## config.mk

```make
export PLATFORM = sky130hd
export DESIGN_NAME = isots_core
export DESIGN_NICKNAME = d
export VERILOG_FILES = /design/src/sv/isots_pkg.sv /design/src/sv/isots_core.sv
export SDC_FILE = /design/constraint.sdc
export NUM_CORES = 1
export LEC_CHECK = 0
export BUFFER_PORTS_ARGS = -buffer_cell sky130_fd_sc_hd__buf_2
export CORE_ASPECT_RATIO = 1.1
export CORE_MARGIN = 5
export CORE_UTILIZATION = 55
export CTS_CLUSTER_DIAMETER = 80
export DETAILED_ROUTE_END_ITERATION = 12
export PLACE_DENSITY_LB_ADDON = 0.15
export REMOVE_ABC_BUFFERS = 1
export SYNTH_ARGS = -nofsm -noshare
export SYNTH_HDL_FRONTEND = slang
export SYNTH_SLANG_ARGS = --single-unit
```

## constraint.sdc

```tcl
create_clock -name clk -period 1.9 [get_ports clk]
set_clock_uncertainty 0.05 [all_clocks]
set_input_delay 0.285 -clock clk [delete_from_list [all_inputs] [get_ports clk]]
set_output_delay 0.285 -clock clk [all_outputs]
set_load 0.02 [all_outputs]
```

## src/sv/isots_pkg.sv

```systemverilog
// ----------------------------------------------------------------------------
// isots_pkg
// Types, character codes and field tables for the ISO 8601 UTC checker.
// ----------------------------------------------------------------------------
package isots_pkg;

  localparam int unsigned TS_LEN = 20;

  localparam logic [7:0] CH_DASH  = 8'h2D;
  localparam logic [7:0] CH_COLON = 8'h3A;
  localparam logic [7:0] CH_T     = 8'h54;
  localparam logic [7:0] CH_Z     = 8'h5A;
  localparam logic [7:0] CH_ZERO  = 8'h30;
  localparam logic [7:0] CH_NINE  = 8'h39;
  localparam logic [7:0] SEP_NONE = 8'h00;

  localparam logic [4:0] POS_LAST = 5'(TS_LEN - 1);
  localparam logic [4:0] POS_SAT  = 5'(TS_LEN);

  // field targeted by a digit position
  localparam logic [2:0] FLD_YEAR_HI = 3'd0;
  localparam logic [2:0] FLD_YEAR_LO = 3'd1;
  localparam logic [2:0] FLD_MONTH   = 3'd2;
  localparam logic [2:0] FLD_DAY     = 3'd3;
  localparam logic [2:0] FLD_HOUR    = 3'd4;
  localparam logic [2:0] FLD_MINUTE  = 3'd5;
  localparam logic [2:0] FLD_SECOND  = 3'd6;
  localparam logic [2:0] FLD_NONE    = 3'd7;

  localparam logic [6:0] MAX_MONTH  = 7'd12;
  localparam logic [6:0] MAX_HOUR   = 7'd23;
  localparam logic [6:0] MAX_MINSEC = 7'd59;

  localparam logic [4:0] MONTH_LEN [13] = '{5'd0, 5'd31, 5'd28, 5'd31, 5'd30, 5'd31,
                                            5'd30, 5'd31, 5'd31, 5'd30, 5'd31, 5'd30,
                                            5'd31};

  typedef struct packed {
    logic [7:0] char_code;
    logic       is_last;
  } item_t;

  function automatic logic [7:0] expected_sep(logic [4:0] pos);
    logic [7:0] s;
    case (pos)
      5'd4, 5'd7:   s = CH_DASH;
      5'd10:        s = CH_T;
      5'd13, 5'd16: s = CH_COLON;
      5'd19:        s = CH_Z;
      default:      s = SEP_NONE;
    endcase
    return s;
  endfunction

  function automatic logic [2:0] field_of(logic [4:0] pos);
    logic [2:0] f;
    case (pos)
      5'd0, 5'd1:   f = FLD_YEAR_HI;
      5'd2, 5'd3:   f = FLD_YEAR_LO;
      5'd5, 5'd6:   f = FLD_MONTH;
      5'd8, 5'd9:   f = FLD_DAY;
      5'd11, 5'd12: f = FLD_HOUR;
      5'd14, 5'd15: f = FLD_MINUTE;
      5'd17, 5'd18: f = FLD_SECOND;
      default:      f = FLD_NONE;
    endcase
    return f;
  endfunction

  function automatic logic [6:0] acc10(logic [6:0] v, logic [3:0] d);
    logic [9:0] s;
    s = {v, 3'b000} + {2'b00, v, 1'b0} + {6'd0, d};
    return s[6:0];
  endfunction

endpackage

```

## src/sv/isots_core.sv

```systemverilog
// ----------------------------------------------------------------------------
// isots_core
// Position tracking, field accumulation and verdict for one request per step.
// ----------------------------------------------------------------------------
module isots_core (
  input  logic            clk,
  input  logic            rst,
  input  logic            step,
  input  isots_pkg::item_t item,
  output logic            ok
);
  import isots_pkg::*;

  logic [4:0] position, position_next;
  logic       mismatch, mismatch_next;
  logic [6:0] year_hi, year_hi_next;
  logic [6:0] year_lo, year_lo_next;
  logic [6:0] month, month_next;
  logic [6:0] day, day_next;
  logic [6:0] hour, hour_next;
  logic [6:0] minute, minute_next;
  logic [6:0] second, second_next;

  logic [7:0] sep;
  logic       is_digit;
  logic [3:0] digit;
  logic       leap;
  logic [4:0] days;
  logic       range_ok;

  assign sep      = expected_sep(position);
  assign is_digit = (item.char_code >= CH_ZERO) && (item.char_code <= CH_NINE);
  assign digit    = item.char_code[3:0];

  // year = hi*100 + lo
  assign leap = (year_lo == 7'd0) ? (year_hi[1:0] == 2'b00) : (year_lo[1:0] == 2'b00);
  assign days = (month == 7'd2 && leap) ? 5'd29 :
                (month <= MAX_MONTH)    ? MONTH_LEN[month[3:0]] : 5'd0;

  assign range_ok = ((year_hi != 7'd0) || (year_lo != 7'd0)) &&
                    (month != 7'd0) && (month <= MAX_MONTH) &&
                    (hour <= MAX_HOUR) && (minute <= MAX_MINSEC) &&
                    (second <= MAX_MINSEC) &&
                    (day != 7'd0) && (day <= {2'b00, days});

  // the final position holds Z, so no field changes on a good last byte
  assign ok = (position == POS_LAST) && !mismatch && (item.char_code == CH_Z) && range_ok;

  always_comb begin
    position_next = position;
    mismatch_next = mismatch;
    year_hi_next  = year_hi;
    year_lo_next  = year_lo;
    month_next    = month;
    day_next      = day;
    hour_next     = hour;
    minute_next   = minute;
    second_next   = second;
    if (position >= POS_SAT) begin
      mismatch_next = 1'b1;
    end else begin
      position_next = position + 5'd1;
      if (sep != SEP_NONE) begin
        if (item.char_code != sep) begin
          mismatch_next = 1'b1;
        end
      end else if (!is_digit) begin
        mismatch_next = 1'b1;
      end else begin
        case (field_of(position))
          FLD_YEAR_HI: year_hi_next = acc10(year_hi, digit);
          FLD_YEAR_LO: year_lo_next = acc10(year_lo, digit);
          FLD_MONTH:   month_next   = acc10(month, digit);
          FLD_DAY:     day_next     = acc10(day, digit);
          FLD_HOUR:    hour_next    = acc10(hour, digit);
          FLD_MINUTE:  minute_next  = acc10(minute, digit);
          FLD_SECOND:  second_next  = acc10(second, digit);
          default:     mismatch_next = mismatch;
        endcase
      end
    end
  end

  always_ff @(posedge clk) begin
    if (rst || (step && item.is_last)) begin
      position <= 5'd0;
      mismatch <= 1'b0;
      year_hi  <= 7'd0;
      year_lo  <= 7'd0;
      month    <= 7'd0;
      day      <= 7'd0;
      hour     <= 7'd0;
      minute   <= 7'd0;
      second   <= 7'd0;
    end else if (step) begin
      position <= position_next;
      mismatch <= mismatch_next;
      year_hi  <= year_hi_next;
      year_lo  <= year_lo_next;
      month    <= month_next;
      day      <= day_next;
      hour     <= hour_next;
      minute   <= minute_next;
      second   <= second_next;
    end
  end

endmodule

```

# After elaboration in Yosys (flattened, before gate mapping)
# Memories as Yosys holds them, arrays and structs flattened. A register that Yosys moved wholly into a read port is not among the register bits.
# Index checks and enable logic that the tools add are counted.
# totals
rom_bits	176
n_memories	2
ff_bits	55
word_cells	106
# op_classes
eq_ne	17
mux	15
addsub	15
n_lt_le_gt_ge	9
n_bitwise	3
reduce_logical	36
# memory_table
memory	depth	word_bits	read_ports	rd_clocked_by_memory_dff	write_ports	line_no	source
(name not given)	32	3	1	1	0	isots_pkg.sv:57	case (pos)
(name not given)	16	5	1	0	0	isots_core.sv:38	(month <= MAX_MONTH) ? MONTH_LEN[month[3:0]] : 5'd0;
# op_table
op	count
adder 7 x 4 -> 7 bit	7
adder 7 bit	7
AND reduction 5 bit	7
two-way mux 5 bit	6
case mux 7 bit (4 select lines)	1
nonzero test 7 bit	4
less-or-equal comparator 7 x 6 -> 1 bit, second input constant	2
logical AND 1 bit	13
== test 5 x 3 -> 1 bit, second input constant	2
== test 5 x 4 -> 1 bit, second input constant	2
== test 5 bit, second input constant	2
>= comparator 5 bit, second input constant	2
== test 3 bit, second input constant	3
two-way mux 3 bit	3
== test 8 x 7 -> 1 bit, second input constant	1
>= comparator 8 x 6 -> 1 bit, second input constant	1
less-or-equal comparator 8 x 6 -> 1 bit, second input constant	1
!= test 8 bit	1
nonzero test 8 bit	1
== test 7 x 2 -> 1 bit, second input constant	1
less-or-equal comparator 7 x 4 -> 1 bit, second input constant	1
less-or-equal comparator 7 x 5 -> 1 bit	1
less-or-equal comparator 7 x 5 -> 1 bit, second input constant	1
logical NOT 7 bit	1
other kinds (15)	24

# Depth between registers and ports, before layout
# Gate-level depths: netlist (run 1).
# logic_depth
word_depth	10
ltp_mapped	9

# Worst setup path before layout (run 1)
# No wires, ideal clock.
# synth_path
kind	register to output
from	register month[0]
to	output port ok
t_arrival_ps	2294
setup_slack_ps	-729
path_buffers	0
stages_incl_launch_ff	10
cell_sequence	dfxtp_1 -> nor3_1 -> nand2b_1 -> nand3_1 -> ha_1 -> a21oi_1 -> o22ai_1 -> o21a_1 -> o22ai_1 -> nor4b_1
# synth_via
elab_chain_len	9
# synth_lines
item	line_no	source
start, declared	isots_core.sv:18	logic [6:0] month, month_next;
start signal, assigned	isots_core.sv:100	month <= month_next;
inverter 4 -> 5 bit (not written as such) or nonzero test 7 bit (tied branches)	isots_core.sv:38, isots_core.sv:41	
memory read (16 x 5 bit) or logical AND 1 bit (tied branches)	-	
two-way mux 5 bit (not written as such) or logical AND 1 bit (tied branches) (2 in series)	isots_core.sv:38, isots_core.sv:41	
two-way mux 5 bit or logical AND 1 bit (tied branches)	isots_core.sv:38, isots_core.sv:42	
two-way mux 5 bit or logical AND 1 bit (tied branches)	isots_core.sv:37, isots_core.sv:42	
less-or-equal comparator 7 x 5 -> 1 bit or logical AND 1 bit (tied branches)	isots_core.sv:44, isots_core.sv:43	
logical AND 1 bit (*)	isots_core.sv:44	(day != 7'd0) && (day <= {2'b00, days});
logical AND 1 bit (*)	isots_core.sv:47	assign ok = (position == POS_LAST) && !mismatch && (item.char_code == CH_Z) && range_ok;
end, declared	isots_core.sv:10	output logic ok
# Every way passes the cells marked *; elsewhere a longest branch is shown, timed or not. The select of a mux whose other input is x is not followed.

# Worst setup path after layout (run 1)
# layout_path
from	register month[3]
to	output port ok
# The elaborated chain is that of the path after synthesis.

==> results of run 1 <==
## area by class of cell
type / count / area (um^2) / share of cell area (%)
Multi-Input combinational cell: 382 / 3900 / 58.0
Timing Repair Buffer: 141 / 1200 / 17.9
Sequential cell: 58 / 1200 / 17.9
Clock buffer: 12 / 165 / 2.46
Tap cell: 108 / 135 / 2.01
Clock inverter: 4 / 72.6 / 1.08
Inverter: 9 / 46.3 / 0.689
## worst reg2reg max path, cell delays in order (launching register included)
cell	delay (ns)
dfxtp_2	0.34
buf_6	0.11
buf_6	0.10
buf_6	0.11
buf_6	0.11
ha_4	0.21
ha_4	0.16
fa_2	0.37
a21o_1	0.18
a21oi_2	0.15
xnor2_1	0.08
mux2i_1	0.13
nor2_1	0.05
## layer usage
layer  up-vias  share of wire [%]  track usage (%)
li1       1959                  -                -
met1      2076                 39             29.7
met2       158                 52             45.8
met3        57                5.2             5.90
met4         0                3.5             9.22
met5         -                  0                0
## what timing repair did
item                                    CTS  global route
buffers inserted                         23            11
gates resized for setup                 122            55
pin swaps                                70            33
endpoints found under the setup margin   53            54
## report_power, final
part	total, mW	internal, mW	switching (mW)
Clock	1.39	0.844	0.549
Sequential	1.22	1.21	0.00724
Combinational	0.319	0.139	0.180
## final timing paths
| path | start | end | cells after the start |
|---|---|---|---|
| setup / recovery | month[3] | ok | 10 |
| hold / removal | rst | position[0] | 4 |
| setup reg to reg | month[1] | month[6] | 12 |
| hold reg to reg | year_lo[6] | year_lo[6] | 2 |
## sequential cells by signal (all words and copies together), names as in the netlist, named ones only
signal and count:
day 7, year_lo 7, second 7, month 7, hour 7, mismatch 1, minute 7, year_hi 7
position 5
## placed cells by master (no fill, tap or decap), types with 3 or more instances in the layout
cell type / n
xnor2_1: 29
fa_2: 10
nor3_1: 4
nand4b_1: 4
o21ai_1: 3
a21oi_1: 8
buf_4: 101
a21oi_2: 17
ha_2: 3
nor2_1: 62
o21ai_0: 4
nand3_1: 6
ha_4: 22
a21o_1: 15
nand2_1: 14
dfxtp_4: 6
mux2i_1: 47
clkbuf_8: 12
nand2b_1: 3
nor4_4: 7
nand4_1: 6
dfxtp_2: 13
or3_1: 3
ha_1: 42
fa_1: 4
xor2_1: 6
inv_1: 7
buf_6: 22
nor4_1: 3
buf_12: 7
buf_2: 10
nor3_4: 3
dfxtp_1: 39
## through the flow
step                utilization, %  setup WS, ns  power [mW]
CTS                           81.0        -0.758        2.89
finish                        84.5        -0.843        2.93
detailed placement            69.0        -0.644        1.47
floorplan                        -         -1.18        1.36
global placement              69.0        -0.634        1.47
global route                  84.5        -0.973        3.03
## cells by family after synthesis
| logic type | share of synthesized area [%] |
|---|---|
| and+or+nand+nor | 18.1 |
| xor gates and xnor gates | 7.37 |
| adders and majority gates | 24.8 |
| buffers and inverters | 2.38 |
| DFF | 25.7 |
| muxes | 11.4 |
| AOI/OAI and AO/OA | 10.3 |
==> qor.txt, run 1 <==
synth warn: 0
CTS Hold Bufs: 0
synthesized instance count: 463
CP required: 1.56 ns
Max Cap Viol: 0
routed vias/inst: 5.95
syn_area_per_cell: 9.76 um^2
Core Area: 7960 um^2
initial DRC count: 223
maximum VDD drop: 0.358 mV
Synth cell types: 53
worst hold slack: 0.349 ns
failing checks: negative setup slack
main area contributors after synthesis: dfxtp_1, ha_1, mux2i_1
placed cell areas: 5490 um^2
Leak: 2.87 nW
Mapped Area: 4520 um^2
Die Span X: 96.4 um
top cell type's share of synthesized area: 25.7%
Core Rows: 34
Final Hold Viols: 0
largest net degree at the start of global routing: 52
CP Max Fanout: 5
number of antenna diodes: 0
RSZ-0062 raised after global routing: yes
H-Tree Depth: 3
outcome: finished, violations left
die height: 105 um
Final Setup Violations: 53
initial core utilization: 56.8%
Finished Cell Area: 6720 um^2
first-pass GRT wire length: 20,500 um
die area: 10,100 um^2
Seq cells post-synth: 58
total placed cells including tap cells: 672
Fmax: 365 MHz
Skew-Pair Late Insertion Delay: 0.35 ns
CTS tree: done
Ports: 13
sequential fraction of the synthesis area: 25.7%
Sink Count: 58
post-synth top area cell: dfxtp_1
HPWL Detailed: 7900 um
clock slew at reported path FFs: 0.08 ns
Post-synth EDFFs: 0
initial antenna violation count: 0
# fillers: 379
WP buf/inv: 2
Clock Path Buffers: 2
Congestion Overflow GR: 0
CP max-delay cell: dfxtp_1
Top FF cell, synth: dfxtp_1
crit share post-route: 144%
total track usage: 25.8%
drt first pass iters: 5
Nets: 694
Min Clock Period, post-route: 2.74 ns
top-count cell post-synth: ha_1
fraction of layout cells with a size suffix above 1: 46.0%
worst hold path type: input port to register
DRT antenna net count: 0
Final TNS setup: -11.20 ns
Final GP Congestion: 0.887
vias in the first global route: 4,334
worst-margin pin slew: 0.629 ns
Max-slew headroom: 58.0%
largest delay contributor family on the critical path: compound AO/OA/AOI/OAI gates
# DRC: 0
Reg2Reg Setup Slack: -0.39 ns
Power Density: 436 nW/um^2
# port buffers: 12
critical path type: register to output port
Worst Setup Start Kind: register
via count: 4,250
crit path DAT: 2.41 ns
Post-synth top cells: ha_1, nor2_1, dfxtp_1, mux2i_1, xnor2_1
critical path cell sequence: o211ai_1 -> buf_4 -> nand3b_1 -> ha_4 -> nand3_2 -> o22ai_1 -> o21a_1 -> o22ai_1 -> nor4b_4 -> buf_4
fin. max-slew vios: 0
Post-Route WL: 14,500 um
fin cells: 714
Crit. End Element: output port
Final WS setup: -0.843 ns
Num CTS Buffers: 9
Area Overhead vs Synth: 48.8%
wire length per cell: 20.3 um
clk root buf: clkbuf_8
CP peak stage delay: 0.47 ns
async set-reset flop share out of synthesis: 0%
Power figures use the tool's default switching activity.
==> inputs of run 2 (changes only) <==
--- a/config.mk
+++ b/config.mk
@@ -8,11 +8,12 @@
 export BUFFER_PORTS_ARGS = -buffer_cell sky130_fd_sc_hd__buf_2
 export CORE_ASPECT_RATIO = 1.1
 export CORE_MARGIN = 5
-export CORE_UTILIZATION = 55
+export CORE_UTILIZATION = 30
 export CTS_CLUSTER_DIAMETER = 80
 export DETAILED_ROUTE_END_ITERATION = 12
 export PLACE_DENSITY_LB_ADDON = 0.15
 export REMOVE_ABC_BUFFERS = 1
+export SKIP_CTS_REPAIR_TIMING = 1
 export SYNTH_ARGS = -nofsm -noshare
 export SYNTH_HDL_FRONTEND = slang
 export SYNTH_SLANG_ARGS = --single-unit
==> qor.txt, run 2 (same netlist as run 1, synthesis figures left out) <==
Worst Reg-to-Reg Cells: 11 (-1)
Final Hold Viols: 0 (unchanged)
Final GP Congestion: 0.782 (-12%)
Max-slew headroom: 60.3% (+2.3 points)
critical path type: register to output port
Max Cap Viol: 0 (unchanged)
Area Overhead vs Synth: 48.2%
H-Tree Depth: 3 (unchanged)
commonest non-fill, non-tap cells in the layout: buf_4, nor2_1, ha_1
CP max-delay cell: dfxtp_2
hold path cells: 3 (-1)
crit share post-route: 138% (-6.0 points)
Min Clock Period, post-route: 2.63 ns (-0.114 ns)
Congestion Overflow GR: 0 (unchanged)
vias in the first global route: 4,058 (-6.4%)
worst hold slack: 0.259 ns (-0.0901 ns)
# fillers: 1,420 (+270%)
crit path DAT: 2.29 ns (-0.12 ns)
number of antenna diodes: 0 (unchanged)
CP most frequent cell: buf_4
initial antenna violation count: 0 (unchanged)
Post-Route WL: 11,800 um (-18%)
DRT antenna net count: 0 (unchanged)
first-pass GRT wire length: 19,400 um (-5.1%)
worst-margin pin slew: 0.595 ns (-0.0342 ns)
outcome: finished, violations left
Final WS setup: -0.729 ns (+0.114 ns)
Core Rows: 47 (+38%)
Clock Path Buffers: 2 (unchanged)
Sink Count: 58 (unchanged)
Power Density: 488 nW/um^2 (+12%)
routed vias/inst: 4.77 (-20%)
Crit. End Element: output port
initial core utilization: 30.2% (-27 points)
CP required: 1.56 ns (about the same)
Leak: 2.92 nW (+1.4%)
wire length per cell: 14.8 um (-27%)
Die Span X: 127 um (+32%)
Core Area: 14,900 um^2 (+88%)
# port buffers: 12 (unchanged)
total track usage: 13.7% (-12 points)
Ports: 13 (unchanged)
Fmax: 380 MHz (+4.3%)
CTS tree: done
Setup WS pre-CTS: -0.792 ns (-0.148 ns)
RSZ-0062 raised after global routing: yes
largest net degree at the start of global routing: 53 (+1.9%)
via count: 3,824 (-10%)
Worst Setup Start Kind: register
Final Setup Violations: 53 (unchanged)
# DRC: 0 (unchanged)
die height: 139 um (+32%)
Skew-Pair Late Insertion Delay: 0.34 ns (about the same)
Num CTS Buffers: 9 (unchanged)
failing checks: negative setup slack
critical path cell sequence: nor3_2 -> buf_4 -> nand3_4 -> ha_4 -> a21oi_2 -> o22ai_1 -> o21a_1 -> o22ai_2 -> nor4b_4 -> buf_4
maximum VDD drop: 0.422 mV (+18%)
drt first pass iters: 4 (-1)
CP peak stage delay: 0.32 ns (-0.15 ns)
commonest non-fill, non-tap cell in the layout: buf_4
fraction of layout cells with a size suffix above 1: 42.2% (-3.8 points)
CP Max Fanout: 3 (-2)
Nets: 694 (unchanged)
Reg2Reg Setup Slack: -0.32 ns (+0.07 ns)
die area: 17,600 um^2 (+74%)
clock slew at reported path FFs: 0.05 ns (-0.03 ns)
HPWL Detailed: 8440 um (+6.8%)
initial DRC count: 103 (-54%)
fin. max-slew vios: 0 (unchanged)
clk root buf: clkbuf_16
worst hold path type: input port to register
[run 2: cell count changes in the layout (fill, tap and decap cells not counted), moves of 3 or more]
cell / before / now
ha_1: 42 / 57
ha_4: 22 / 9
clkbuf_8: 12 / 1
clkbuf_16: 0 / 9
a21oi_2: 17 / 10
buf_6: 22 / 15
a21oi_1: 8 / 14
buf_4: 101 / 107
dfxtp_1: 39 / 43
nor3_2: 1 / 5
clkinv_2: 1 / 4
dfxtp_2: 13 / 10
nor3_4: 3 / 0
[run 2: power breakdown]
group	switching [mW]	internal (mW)	leakage, nW
Clock	0.578	1.17	0.162
Sequential	0.00547	1.22	0.477
Combinational	0.164	0.131	2.28
[run 2: through the flow]
step / setup TNS (ns) / total power, mW / std cells / utilization [%] / area [um^2]
2_1_floorplan: -60.68 / 1.36 / 449 / - / 4440
3_3_place_gp: -19.19 / 1.48 / 767 / 38.0 / 5680
5_1_grt: -17.19 / 3.43 / 802 / 44.8 / 6690
4_1_cts: -17.92 / 3.27 / 783 / 40.2 / 6000
3_5_place_dp: -20.21 / 1.48 / 767 / 38.0 / 5680
6_report: -11.89 / 3.27 / 802 / 44.8 / 6690
[run 2: critical path, delay by kind of cell, from the launching register on]
| kind | cells | cell delay (ns) |
|---|---|---|
| and+or+nand+nor | 3 | 0.54 |
| buffers and inverters | 2 | 0.35 |
| DFF | 1 | 0.32 |
| AOI/OAI and AO/OA | 4 | 0.51 |
| adders and majority gates | 1 | 0.24 |
[run 2: cell type report]
| cell class | count | area, um^2 | share of cell area [%] |
|---|---|---|---|
| clock buffers | 10 | 239 | 3.57 |
| clock inverters | 6 | 80.1 | 1.20 |
| inverters | 9 | 36.3 | 0.542 |
| multi-input cells | 382 | 3710 | 55.4 |
| flip-flops and latches | 58 | 1190 | 17.8 |
| well taps | 196 | 245 | 3.66 |
| repair buffers | 141 | 1190 | 17.8 |
[run 2: per-layer routing]
layer,wire length (um),share of wire [%],global-route usage (%),vias to the layer above
li1,-,-,-,1963
met1,5560,47,17.4,1817
met2,5760,49,22.4,28
met3,270,2.3,3.27,16
met4,253,2.1,5.53,0
met5,0,0,0,-
[run 2: path summary, 6_finish.rpt]
check	startpoint	endpoint
max	month[6]	ok
min	rst	position[0]
max reg2reg	position[0]	year_hi[3]
min reg2reg	year_lo[6]	year_lo[6]
